## src/rtl/sen_pkg.sv

```systemverilog
// Package for the scaled Euclidean norm block.
// Holds the queue entry type, back-end state type and fixed-point constants.
`timescale 1ns / 1ps
`default_nettype none
package sen_pkg;

    localparam int unsigned VALUE_W  = 32;
    localparam int unsigned STRIDE_W = 12;
    localparam int unsigned SSQ_W    = 45;
    localparam int unsigned NORM_W   = 38;
    localparam int unsigned ROOT_W   = 23;
    localparam int unsigned ACC_W    = 46;

    localparam logic [SSQ_W-1:0]  SSQ_ONE  = 45'h001_0000_0000;
    localparam logic [SSQ_W-1:0]  SSQ_MAX  = {SSQ_W{1'b1}};
    localparam logic [NORM_W-1:0] NORM_MAX = {NORM_W{1'b1}};
    localparam logic [ACC_W-1:0]  ROOT_TOP_BIT = 46'h1000_0000_0000;
    localparam logic [32:0]       RATIO_ONE = 33'h1_0000_0000;

    typedef struct packed {
        logic [VALUE_W-1:0] mag;
        logic               acc;
        logic               emit;
        logic               zero;
    } sen_entry_t;

    typedef enum logic [3:0] {
        ST_IDLE,
        ST_DIV,
        ST_SQR,
        ST_MULH,
        ST_MULL,
        ST_SUM,
        ST_ROOT,
        ST_NORM,
        ST_OUT
    } sen_state_t;

endpackage
`default_nettype wire

```

## src/rtl/sen_fifo.sv

```systemverilog
// Two-entry queue between the front end and the back end.
// Depends on sen_pkg.
`timescale 1ns / 1ps
`default_nettype none
module sen_fifo
    import sen_pkg::*;
(
    input  wire logic       clk,
    input  wire logic       rst_n,
    input  wire logic       push,
    input  wire sen_entry_t push_entry,
    output logic            full,
    input  wire logic       pop,
    output logic            pop_valid,
    output sen_entry_t      pop_entry
);

    localparam int unsigned DEPTH = 2;

    sen_entry_t mem_reg [DEPTH];
    logic       wr_ptr_reg;
    logic       rd_ptr_reg;
    logic [1:0] count_reg;

    assign full      = count_reg == 2'(DEPTH);
    assign pop_valid = count_reg != 2'd0;
    assign pop_entry = mem_reg[rd_ptr_reg];

    always_ff @(posedge clk)
    begin
        if (push)
            mem_reg[wr_ptr_reg] <= push_entry;
    end

    always_ff @(posedge clk or negedge rst_n)
    begin
        if (!rst_n)
        begin
            wr_ptr_reg <= 1'b0;
            rd_ptr_reg <= 1'b0;
            count_reg  <= 2'd0;
        end
        else
        begin
            if (push)
                wr_ptr_reg <= !wr_ptr_reg;
            if (pop)
                rd_ptr_reg <= !rd_ptr_reg;
            count_reg <= count_reg + 2'(push) - 2'(pop);
        end
    end

    a_no_overfill: assert property (@(posedge clk) disable iff (!rst_n)
        count_reg <= 2'(DEPTH))
        else $error("queue count out of range");

endmodule
`default_nettype wire

```

## config.mk

```make
export PLATFORM = sky130hd
export DESIGN_NAME = sen_fifo
export DESIGN_NICKNAME = d
export VERILOG_FILES = /design/src/rtl/sen_pkg.sv /design/src/rtl/sen_fifo.sv
export SDC_FILE = /design/constraint.sdc
export NUM_CORES = 1
export LEC_CHECK = 0
export ABC_CLOCK_PERIOD_IN_PS = 2760
export BUFFER_PORTS_ARGS = -buffer_cell sky130_fd_sc_hd__buf_4
export CELL_PAD_IN_SITES_DETAIL_PLACEMENT = 0
export CELL_PAD_IN_SITES_GLOBAL_PLACEMENT = 1
export CORE_MARGIN = 3
export CORE_UTILIZATION = 44
export DETAILED_ROUTE_END_ITERATION = 7
export GPL_TIMING_DRIVEN = 0
export PLACE_DENSITY_LB_ADDON = 0.1
export SYNTH_ARGS = -nofsm -noshare
export SYNTH_HDL_FRONTEND = slang
export SYNTH_SLANG_ARGS = --single-unit
```

## constraint.sdc

```tcl
create_clock -name clk -period 2.76 [get_ports clk]
set_input_delay 0.276 -clock clk [delete_from_list [all_inputs] [get_ports clk]]
set_output_delay 0.276 -clock clk [all_outputs]
set_load 0.005 [all_outputs]
```

==> metrics.yaml <==
status:
  status: "complete, no violations"
floorplanning:
  ios: 76
  coreArea_um2: 6131
  die_area_um2: 7540
  num_rows: 28
  die_w_um: 86.84
  floorplan.initialDensity_pct: 46.90
  die_y_um: 86.84
synthesis:
  syn_inst: 124
  synth-async-reset-ratio_pct: 5.405
  synth_edf_count: 70
  yosysMostFrequentCell: "edfxtp_1"
  ys_warn_count: 0
  synth_ff_type: "edfxtp_1"
  synth_seq_area_share_pct: 76.59
  syn_area_um2: 2875
  ys_seq_elements: 74
  avgSynthCellArea_um2: 23.19
  synth_area_leader_cell: "edfxtp_1"
  syn_nets: 165
  synth.distinct_cells: 13
  synth_area_leaders: "edfxtp_1 73%, mux2_4 15%, dfrtp_1 3.5%"
  synth_top_area_share_pct: 73.11
  synth_common_cells: "70 x edfxtp_1, 29 x mux2_4, 6 x mux2_2"
sta:
  fin_crit_ns: 1.721
  setup_viol: 0
  rsz0062_at_grt: "no"
  finalClockSkew_ns: 0.005005
  fmax_mhz: 581.0
  slew_headroom_pct: 43.87
  slew_viol_final: 0
  fin_ws_ns: 1.039
  finalCritPeriodShare_pct: 62.36
  tightest_slew_ns: 0.8420
  hold_viol: 0
clock_network:
  cts_tree: "done"
  clock_latency_ns: 0.33
  holdBufCountCts: 1
  htreeDepth: 3
  cts-buffers-inserted: 9
  root_buffer: "clkbuf_8"
  cts_resized: 0
  post_cts_buffers: 0
  clkTransAtPathRegs_ns: 0.08
  numClockSinks: 74
  clockBufferDepth: 2
global_route:
  antenna_found_initial: 0
  grtUsageMet2_pct: 22.02
  grt_max_degree: 36
  grt_pass1_vias: 1505
  grt_usage_pct: 12.88
  gr-usage-met1_pct: 13.67
  grt-busiest-layer: "met2"
  grt_pass1_wl_um: 6982
  grtUsageMet3_pct: 4.658
  grt_overflow_total: 0
worst_setup_path:
  r2r-end: "mem_reg[1][28]$_DFFE_PP_"
  arrival_ns: 1.45
  worstReg2RegStart: "wr_ptr_reg$_DFFE_PN0P_"
  regToRegSetupSlack_ns: 1.22
  required_ns: 2.48
  setup.worst_path.class: "register to output pin"
  cp_max_fo: 10
  reg2reg_depth: 1
  setup.worst_path.start_class: "register"
  end_kind: "output pin"
pwr:
  p_total_w: 0.003626
  leakage_nw: 1.535
  p_per_area_nw_per_um2: 964.1
  vdd_drop_max_uv: 632.5
detailed_routing:
  drt_pre_antenna_iters: 2
  routed_wirelength_um: 4508
  viasPerCell: 4.733
  vias: 1382
  drtAntennaViolNets: 0
  routedWlPerCell_um: 15.44
  drtIter0Drc: 82
  drc: 0
run:
  max_cap_violations: 0
finish:
  layout-drive-gt1-share_pct: 59.91
  n_fill_cell: 472
  syn2layout_area_growth_pct: 30.81
  fin_nets: 253
  largest_register_ffs: 70
  fin_util_pct: 61.35
  diodes: 0
min_path:
  hp-start: "push_entry[18]"
  hold_path_depth: 1
  hp-class: "input pin to register"
  min_to: "mem_reg[1][18]$_DFFE_PP_"
place:
  place_worst_setup_slack_ns: 1.194
  globalplace.congestion: 0.6728
  portBuffers: 75
  hpwl_um: 3193
-- where the power goes --
part / switching [W] / leakage [nW] / internal (W)
clock: 0.000358 / 0.0936 / 0.000407
combinational: 0.000485 / 0.738 / 0.000813
sequential: 0.0000667 / 0.704 / 0.00150
-- cell usage in the layout, fill, tap and decap left out --
cell and n:
nor2b_1 1, ha_1 2, xor2_1 2, or2_2 1
buf_6 1, and2_2 1, inv_6 1, bufinv_16 1
mux2_4 29, nor2b_4 1, edfxtp_1 70, clkinv_1 4
clkbuf_8 9, clkinv_2 1, buf_12 3, buf_4 75
dfrtp_1 4, mux2_2 6, xor3_1 1, buf_16 1
inv_1 2, dlygate4sd3_1 1
-- logic make-up after synthesis --
group / synth area share (%)
DFF: 76.59
and+or+nand+nor: 0.8705
buffers and inverters: 2.742
muxes: 17.49
adders and majority gates: 0.8702
xor gates and xnor gates: 1.436
-- final cells by class --
cell class	instances	area [um^2]	area share [%]
Clock inverter	7	58.81	1.564
Timing Repair Buffer	77	600.6	15.97
Clock buffer	9	123.9	3.293
Multi-Input combinational cell	44	603.1	16.03
Sequential cell	74	2202	58.55
Tap cell	75	93.84	2.495
Inverter	2	7.507	0.1996
Buffer	4	71.32	1.896
-- how the worst max path moves through the flow --
| stage | start | slack [ns] | endpoint |
|---|---|---|---|
| global placement | push | -0.34 | mem_reg[0][20]$_DFFE_PP_ |
| CTS | rd_ptr_reg$_DFFE_PN0P_ | 1.00 | pop_entry[21] |
| detailed placement | wr_ptr_reg$_DFFE_PN0P_ | 1.19 | mem_reg[1][20]$_DFFE_PP_ |
| global route | rd_ptr_reg$_DFFE_PN0P_ | 0.97 | pop_entry[29] |
| finish | rd_ptr_reg$_DFFE_PN0P_ | 1.04 | pop_entry[31] |
| floorplan | wr_ptr_reg$_DFFE_PN0P_ | 0.36 | mem_reg[0][0]$_DFFE_PP_ |
-- layer usage --
layer,up-vias,wire length [um]
met1,664,1672
met4,0,65
met5,-,0
met3,7,335
li1,657,-
met2,54,2435
-- metrics by stage --
| stage | hold slack (ns) | instances | cell area [um^2] | TNS, ns |
|---|---|---|---|---|
| after floorplan | -0.01959 | 124 | 2875 | 0 |
| after global placement | 0.07302 | 274 | 3532 | -11.98 |
| after detailed placement | 0.07690 | 275 | 3568 | 0 |
| after CTS | 0.1034 | 292 | 3761 | 0 |
| after global routing | 0.1018 | 292 | 3761 | 0 |
| final | 0.1269 | 292 | 3761 | 0 |
-- critical path, cell delays in order (launching register included) --
cell and delay (ns):
dfrtp_1 0.37, buf_6 0.15, buf_12 0.15, mux2_4 0.30
buf_4 0.14
Note: power is estimated with default switching activity, not from simulation.
