$ cat config.mk
export PLATFORM = sky130hd
export DESIGN_NAME = sen_front
export DESIGN_NICKNAME = d
export VERILOG_FILES = /design/src/rtl/sen_pkg.sv /design/src/rtl/sen_front.sv
export SDC_FILE = /design/constraint.sdc
export NUM_CORES = 1
export LEC_CHECK = 0
export ABC_AREA = 1
export BUFFER_PORTS_ARGS = -buffer_cell sky130_fd_sc_hd__buf_4
export CAP_MARGIN = 5
export CORE_UTILIZATION = 55
export DETAILED_ROUTE_END_ITERATION = 10
export GPL_TIMING_DRIVEN = 0
export PLACE_DENSITY = 0.87
export SLEW_MARGIN = 20
export SYNTH_ARGS = -nofsm -noshare
export SYNTH_HDL_FRONTEND = slang
export SYNTH_SLANG_ARGS = --single-unit
$ cat constraint.sdc
create_clock -name clk -period 2.5 [get_ports clk]
set_input_delay 0.375 -clock clk [delete_from_list [all_inputs] [get_ports clk]]
set_output_delay 0.375 -clock clk [all_outputs]
set_load 0.02 [all_outputs]
$ cat src/rtl/sen_pkg.sv
// Package for the scaled Euclidean norm block.
// Holds the queue entry type, back-end state type and fixed-point constants.
`timescale 1ns / 1ps
`default_nettype none
package sen_pkg;

    localparam int unsigned VALUE_W  = 32;
    localparam int unsigned STRIDE_W = 12;
    localparam int unsigned SSQ_W    = 45;
    localparam int unsigned NORM_W   = 38;
    localparam int unsigned ROOT_W   = 23;
    localparam int unsigned ACC_W    = 46;

    localparam logic [SSQ_W-1:0]  SSQ_ONE  = 45'h001_0000_0000;
    localparam logic [SSQ_W-1:0]  SSQ_MAX  = {SSQ_W{1'b1}};
    localparam logic [NORM_W-1:0] NORM_MAX = {NORM_W{1'b1}};
    localparam logic [ACC_W-1:0]  ROOT_TOP_BIT = 46'h1000_0000_0000;
    localparam logic [32:0]       RATIO_ONE = 33'h1_0000_0000;

    typedef struct packed {
        logic [VALUE_W-1:0] mag;
        logic               acc;
        logic               emit;
        logic               zero;
    } sen_entry_t;

    typedef enum logic [3:0] {
        ST_IDLE,
        ST_DIV,
        ST_SQR,
        ST_MULH,
        ST_MULL,
        ST_SUM,
        ST_ROOT,
        ST_NORM,
        ST_OUT
    } sen_state_t;

endpackage
`default_nettype wire

$ cat src/rtl/sen_front.sv
// Front end: holds the stride register, classifies incoming elements and counts them.
// Depends on sen_pkg.
`timescale 1ns / 1ps
`default_nettype none
module sen_front
    import sen_pkg::*;
#(
    parameter int unsigned MAX_LENGTH = 4096
) (
    input  wire logic                clk,
    input  wire logic                rst_n,
    input  wire logic                cfg_we,
    input  wire logic [STRIDE_W-1:0] cfg_wdata,
    input  wire logic                in_valid,
    output logic                     in_ready,
    input  wire logic [VALUE_W-1:0]  value,
    input  wire logic                last,
    input  wire logic                empty_req,
    input  wire logic                q_full,
    output logic                     q_push,
    output sen_entry_t               q_entry
);

    localparam int unsigned CNT_W = $clog2(MAX_LENGTH + 1);

    logic signed [STRIDE_W-1:0] stride_reg;
    logic [CNT_W-1:0]           count_reg;
    logic [CNT_W-1:0]           count_next;
    logic                       accept;
    logic                       stride_ok;
    logic                       take;
    logic [VALUE_W-1:0]         mag;

    assign in_ready  = !q_full;
    assign accept    = in_valid && in_ready;
    assign stride_ok = stride_reg > $signed(STRIDE_W'(0));
    assign take      = !empty_req && stride_ok && (count_reg < CNT_W'(MAX_LENGTH));
    assign mag       = value[VALUE_W-1] ? (~value + VALUE_W'(1)) : value;

    always_comb
    begin
        q_entry.mag  = mag;
        q_entry.acc  = take && (mag != '0);
        q_entry.emit = empty_req || last;
        q_entry.zero = empty_req || !stride_ok;
        q_push       = accept && (q_entry.acc || q_entry.emit);
        count_next   = count_reg;
        if (accept)
        begin
            if (q_entry.emit)
                count_next = '0;
            else if (take)
                count_next = count_reg + CNT_W'(1);
        end
    end

    always_ff @(posedge clk or negedge rst_n)
    begin
        if (!rst_n)
        begin
            stride_reg <= STRIDE_W'(1);
            count_reg  <= '0;
        end
        else
        begin
            if (cfg_we)
                stride_reg <= cfg_wdata;
            count_reg <= count_next;
        end
    end

endmodule
`default_nettype wire

==> parameters.txt <==
Parameter                              Value

Critical path
  Startpoint-to-endpoint class of the critical path ... in2out
  Element type at the critical path start ... input port
  Largest driver fanout on the critical path ... 10
  Setup crit end kind ... output pin
  Critical Path AT ... about 2200 ps
  Required time reported for the critical path endpoint ... 2120 ps

Power and ir drop
  Sequential group share of total power ... about 36%
  Reported net switching power ... 0.457 mW
  Design internal power ... roughly 0.75 mW
  Maximum resistive drop on vdd ... 428 uV
  Clock power share ... about 20%
  Total power per unit cell area ... 340 mW/mm^2
  Combinational share of power ... 43.7%
  Switching part of the total ... ~38%
  Lkg Pwr ... around 1.7 nW

Cells and area
  Share of post-route cells with drive strength above 1 ... 31.3%
  Max FFs per register ... 13
  Antenna Cells ... 0
  Area delta synth->final ... 43.9%
  Number of nets in the finished design ... 582

Floorplan
  Die boundary width ... 69.1 um
  Initial core utilization ... a little under three fifths
  Area of the die ... approximately 0.0048 sq mm
  Number of I/O pins ... 88
  Total core area ... roughly 0.0044 sq mm
  Die Y ... 69.1 um
  Std-Cell Rows ... 24

Logic synthesis
  Sequential cell area fraction in the yosys report ... approximately a quarter
  Synthesized area divided by synthesized cell count ... just under 6 sq um
  Cell accounting for the most synthesized area ... sky130_fd_sc_hd__dfrtp_1
  Count of yosys warnings during synthesis ... 0
  Async set-or-reset flop fraction in the synthesized netlist ... 100%
  Gate count after technology mapping ... between 400 and 500
  Fraction of post-synthesis cell area in the top cell type by area ... between 20% and 30%
  Synthesis-stage register bit count ... 25
  Post-synth EDFFs ... 0
  Primary flip-flop cell chosen by synthesis mapping ... sky130_fd_sc_hd__dfrtp_1
  Most repeated cell in the gate-level netlist after synthesis ... sky130_fd_sc_hd__nand2_1
  Biggest area contributors in the synthesized netlist ... sky130_fd_sc_hd__dfrtp_1 24%, sky130_fd_sc_hd__nand2_1 23%, sky130_fd_sc_hd__nor2_1 11%
  Commonest cells post-synth ... 154 x sky130_fd_sc_hd__nand2_1, 75 x sky130_fd_sc_hd__nor2_1, 47 x sky130_fd_sc_hd__inv_1
  Netlist area before placement ... about 0.0025 sq mm
  Nets in the synthesized netlist ... 482
  Number of library cell types mapped by synthesis ... 31

Global routing
  Met1 routing resource usage after global routing ... between 40% and 50%
  Number of antenna violations at the first check in global routing ... 0
  Overall fraction of global-route tracks in use ... ~30%
  Global routing usage on met2 ... around half
  Vias in the first global route ... 2,810
  Met3 GRT Util ... about 5.1%
  Largest net degree at the start of global routing ... 26
  Global route total overflow ... 0
  First-pass GRT wire length ... about 12,000 um
  Busiest layer in global routing ... met2

Clocking
  Clock-pin slew of the registers on the worst-case setup and hold paths ... ~80 ps
  Number of levels in the clock H-tree ... 1
  CTS tree ... done
  Max clock buf depth ... 2
  Sink count of the clock tree ... 25
  Clock latency on the worst-skew pair ... about 280 ps
  Number of buffers created by CTS ... 3
  Root cell of the clock tree ... sky130_fd_sc_hd__clkbuf_8

Flow run
  Max-capacitance violation count ... 0

STA
  Skew final ... 7.52 ps
  Final hold viol count ... 0
  Final worst slack ... -31.4 ps
  Highest achievable clock rate ... 395 MHz
  Tightest hold margin ... 303 ps
  Worst slew pin tran ... 538 ps
  RSZ-0062 raised after global routing ... true
  Final Slew Violations ... 0
  Final cycle utilization of the critical path ... 101%
  Setup Viol. Count Final ... 1
  Sum Neg Setup Slack ... -31.4 ps
  Final Critical Period ... between 2000 and 3000 ps
  Worst max-slew margin expressed relative to the limit ... between 60% and 70%

Min path
  Worst hold path class ... in2reg

Status
  Status ... finished with violations
  Violated checks ... negative setup slack

Placed design
  Final estimated routing congestion in global placement ... 0.954
  Port Buffers ... 87
  HPWL after detailed placement ... between 5000 and 6000 um

Drt
  Drc violations ... 0
  Average detailed-routed wire length per instance ... 13.6 um
  Vias/cell ... approximately 5.5
  Length of the first detailed-routing pass in iterations ... 5
  Routed via count ... 3,172
  Remaining number of nets flagged by the antenna check after routing ... 0
  Detailed Route WL ... 7910 um
  Number of design-rule violations left by the first detailed-router iteration ... roughly 220
-- cells in the final DEF (no fill, tap or decap), types with 2 or more instances in the layout --
cell                       instances
sky130_fd_sc_hd__a21oi_1           2
sky130_fd_sc_hd__buf_2             2
sky130_fd_sc_hd__buf_4            90
sky130_fd_sc_hd__buf_6             5
sky130_fd_sc_hd__buf_8             2
sky130_fd_sc_hd__clkbuf_1          3
sky130_fd_sc_hd__clkbuf_8          3
sky130_fd_sc_hd__dfrtp_1          24
sky130_fd_sc_hd__inv_1            45
sky130_fd_sc_hd__inv_2             3
sky130_fd_sc_hd__nand2_1         140
sky130_fd_sc_hd__nand2_2          12
sky130_fd_sc_hd__nand2_4           4
sky130_fd_sc_hd__nand3_1          30
sky130_fd_sc_hd__nand3b_1          4
sky130_fd_sc_hd__nand4_1           9
sky130_fd_sc_hd__nor2_1           51
sky130_fd_sc_hd__nor2_2           16
sky130_fd_sc_hd__nor2_4           14
sky130_fd_sc_hd__nor3_1            5
sky130_fd_sc_hd__o21ai_0          19
sky130_fd_sc_hd__o21ai_1           3
sky130_fd_sc_hd__o21ai_2           4
sky130_fd_sc_hd__o21bai_1          2
sky130_fd_sc_hd__o31ai_1           8
sky130_fd_sc_hd__xnor2_1           6
sky130_fd_sc_hd__xor2_1            8
-- critical path, cell delays in order --
cell                       delay [ps]
sky130_fd_sc_hd__buf_4            110
sky130_fd_sc_hd__inv_2             50
sky130_fd_sc_hd__clkbuf_4         200
sky130_fd_sc_hd__nand2_1           90
sky130_fd_sc_hd__nand2_1           70
sky130_fd_sc_hd__nor2_1           170
sky130_fd_sc_hd__nand4_1          140
sky130_fd_sc_hd__nor2_1           120
sky130_fd_sc_hd__nand2_1           80
sky130_fd_sc_hd__nor2_1           110
sky130_fd_sc_hd__nand2_1          100
sky130_fd_sc_hd__nor2_2           120
sky130_fd_sc_hd__nand3_2           90
sky130_fd_sc_hd__nor2_1           110
sky130_fd_sc_hd__nor2_1            50
sky130_fd_sc_hd__buf_4            150
-- cell families (layout without fill, tap and decap cells) --
logic type                 after synthesis  after routing  share of synthesized area, %
AOI/OAI and AO/OA                       41             41                          9.75
DFF                                     25             25                          25.3
buffers and inverters                   59            157                          9.60
and+or+nand+nor                        287            288                          48.9
adders and majority gates                2              2                          1.01
muxes                                    1              1                         0.455
xor gates and xnor gates                14             14                          4.95
-- per-layer routing --
metal	vias up	part of all wire, %
met1	1442	41
met2	143	48
li1	1561	-
met4	0	2.7
met3	26	8.1
met5	-	0
-- power groups by stage --
| stage | Combinational, mW | Clock [mW] | Sequential [mW] |
|---|---|---|---|
| final | 0.529 | 0.247 | 0.436 |
| after detailed placement | 0.459 | 0 | 0.444 |
| after floorplan | 0.253 | 0 | 0.441 |
| after global placement | 0.450 | 0 | 0.442 |
| after CTS | 0.469 | 0.245 | 0.436 |
| after global routing | 0.571 | 0.261 | 0.438 |
-- stage by stage --
step	power [mW]	std cells	setup slack [ps]	util, %	cell area (sq um)
floorplan	0.694	429	94.1	-	2480
global placement	0.892	568	-113	73.4	3190
detailed placement	0.903	568	-141	73.4	3190
CTS	1.15	574	25.3	75.5	3290
global route	1.27	580	-123	81.8	3560
finish	1.21	580	-31.4	81.8	3560
-- final timing paths --
check | start | end | slack [ps] | cells after the start
worst max-delay path | value[31] | q_push | -30 | 16
min in group asynchronous | rst_n | count_reg[11] | 530 | 2
worst min-delay path | cfg_wdata[10] | stride_reg[10] | 300 | 3
worst min register to register | stride_reg[11] | stride_reg[11] | 510 | 1
max in group asynchronous | rst_n | stride_reg[0] | 1660 | 2
worst max register to register | stride_reg[6] | count_reg[0] | 750 | 9
-- area by class of cell --
cell class                      count  area (sq um)
Sequential cell                    25           627
Tap cell                           52          65.1
Clock buffer                        4          45.0
Timing Repair Buffer               94           738
Fill cell                         341           792
Inverter                           50           193
Buffer                              9          58.8
Multi-Input combinational cell    346          1840
-- what timing repair did --
action,CTS,global route
hold endpoints to repair,11,0
endpoints found under the setup margin,2,2
cloned,0,1
hold buffers,1,0
pin swaps,4,31
setup buffers,1,5
gates resized for setup,9,70
No activity file was read; power rests on OpenSTA's default activity.
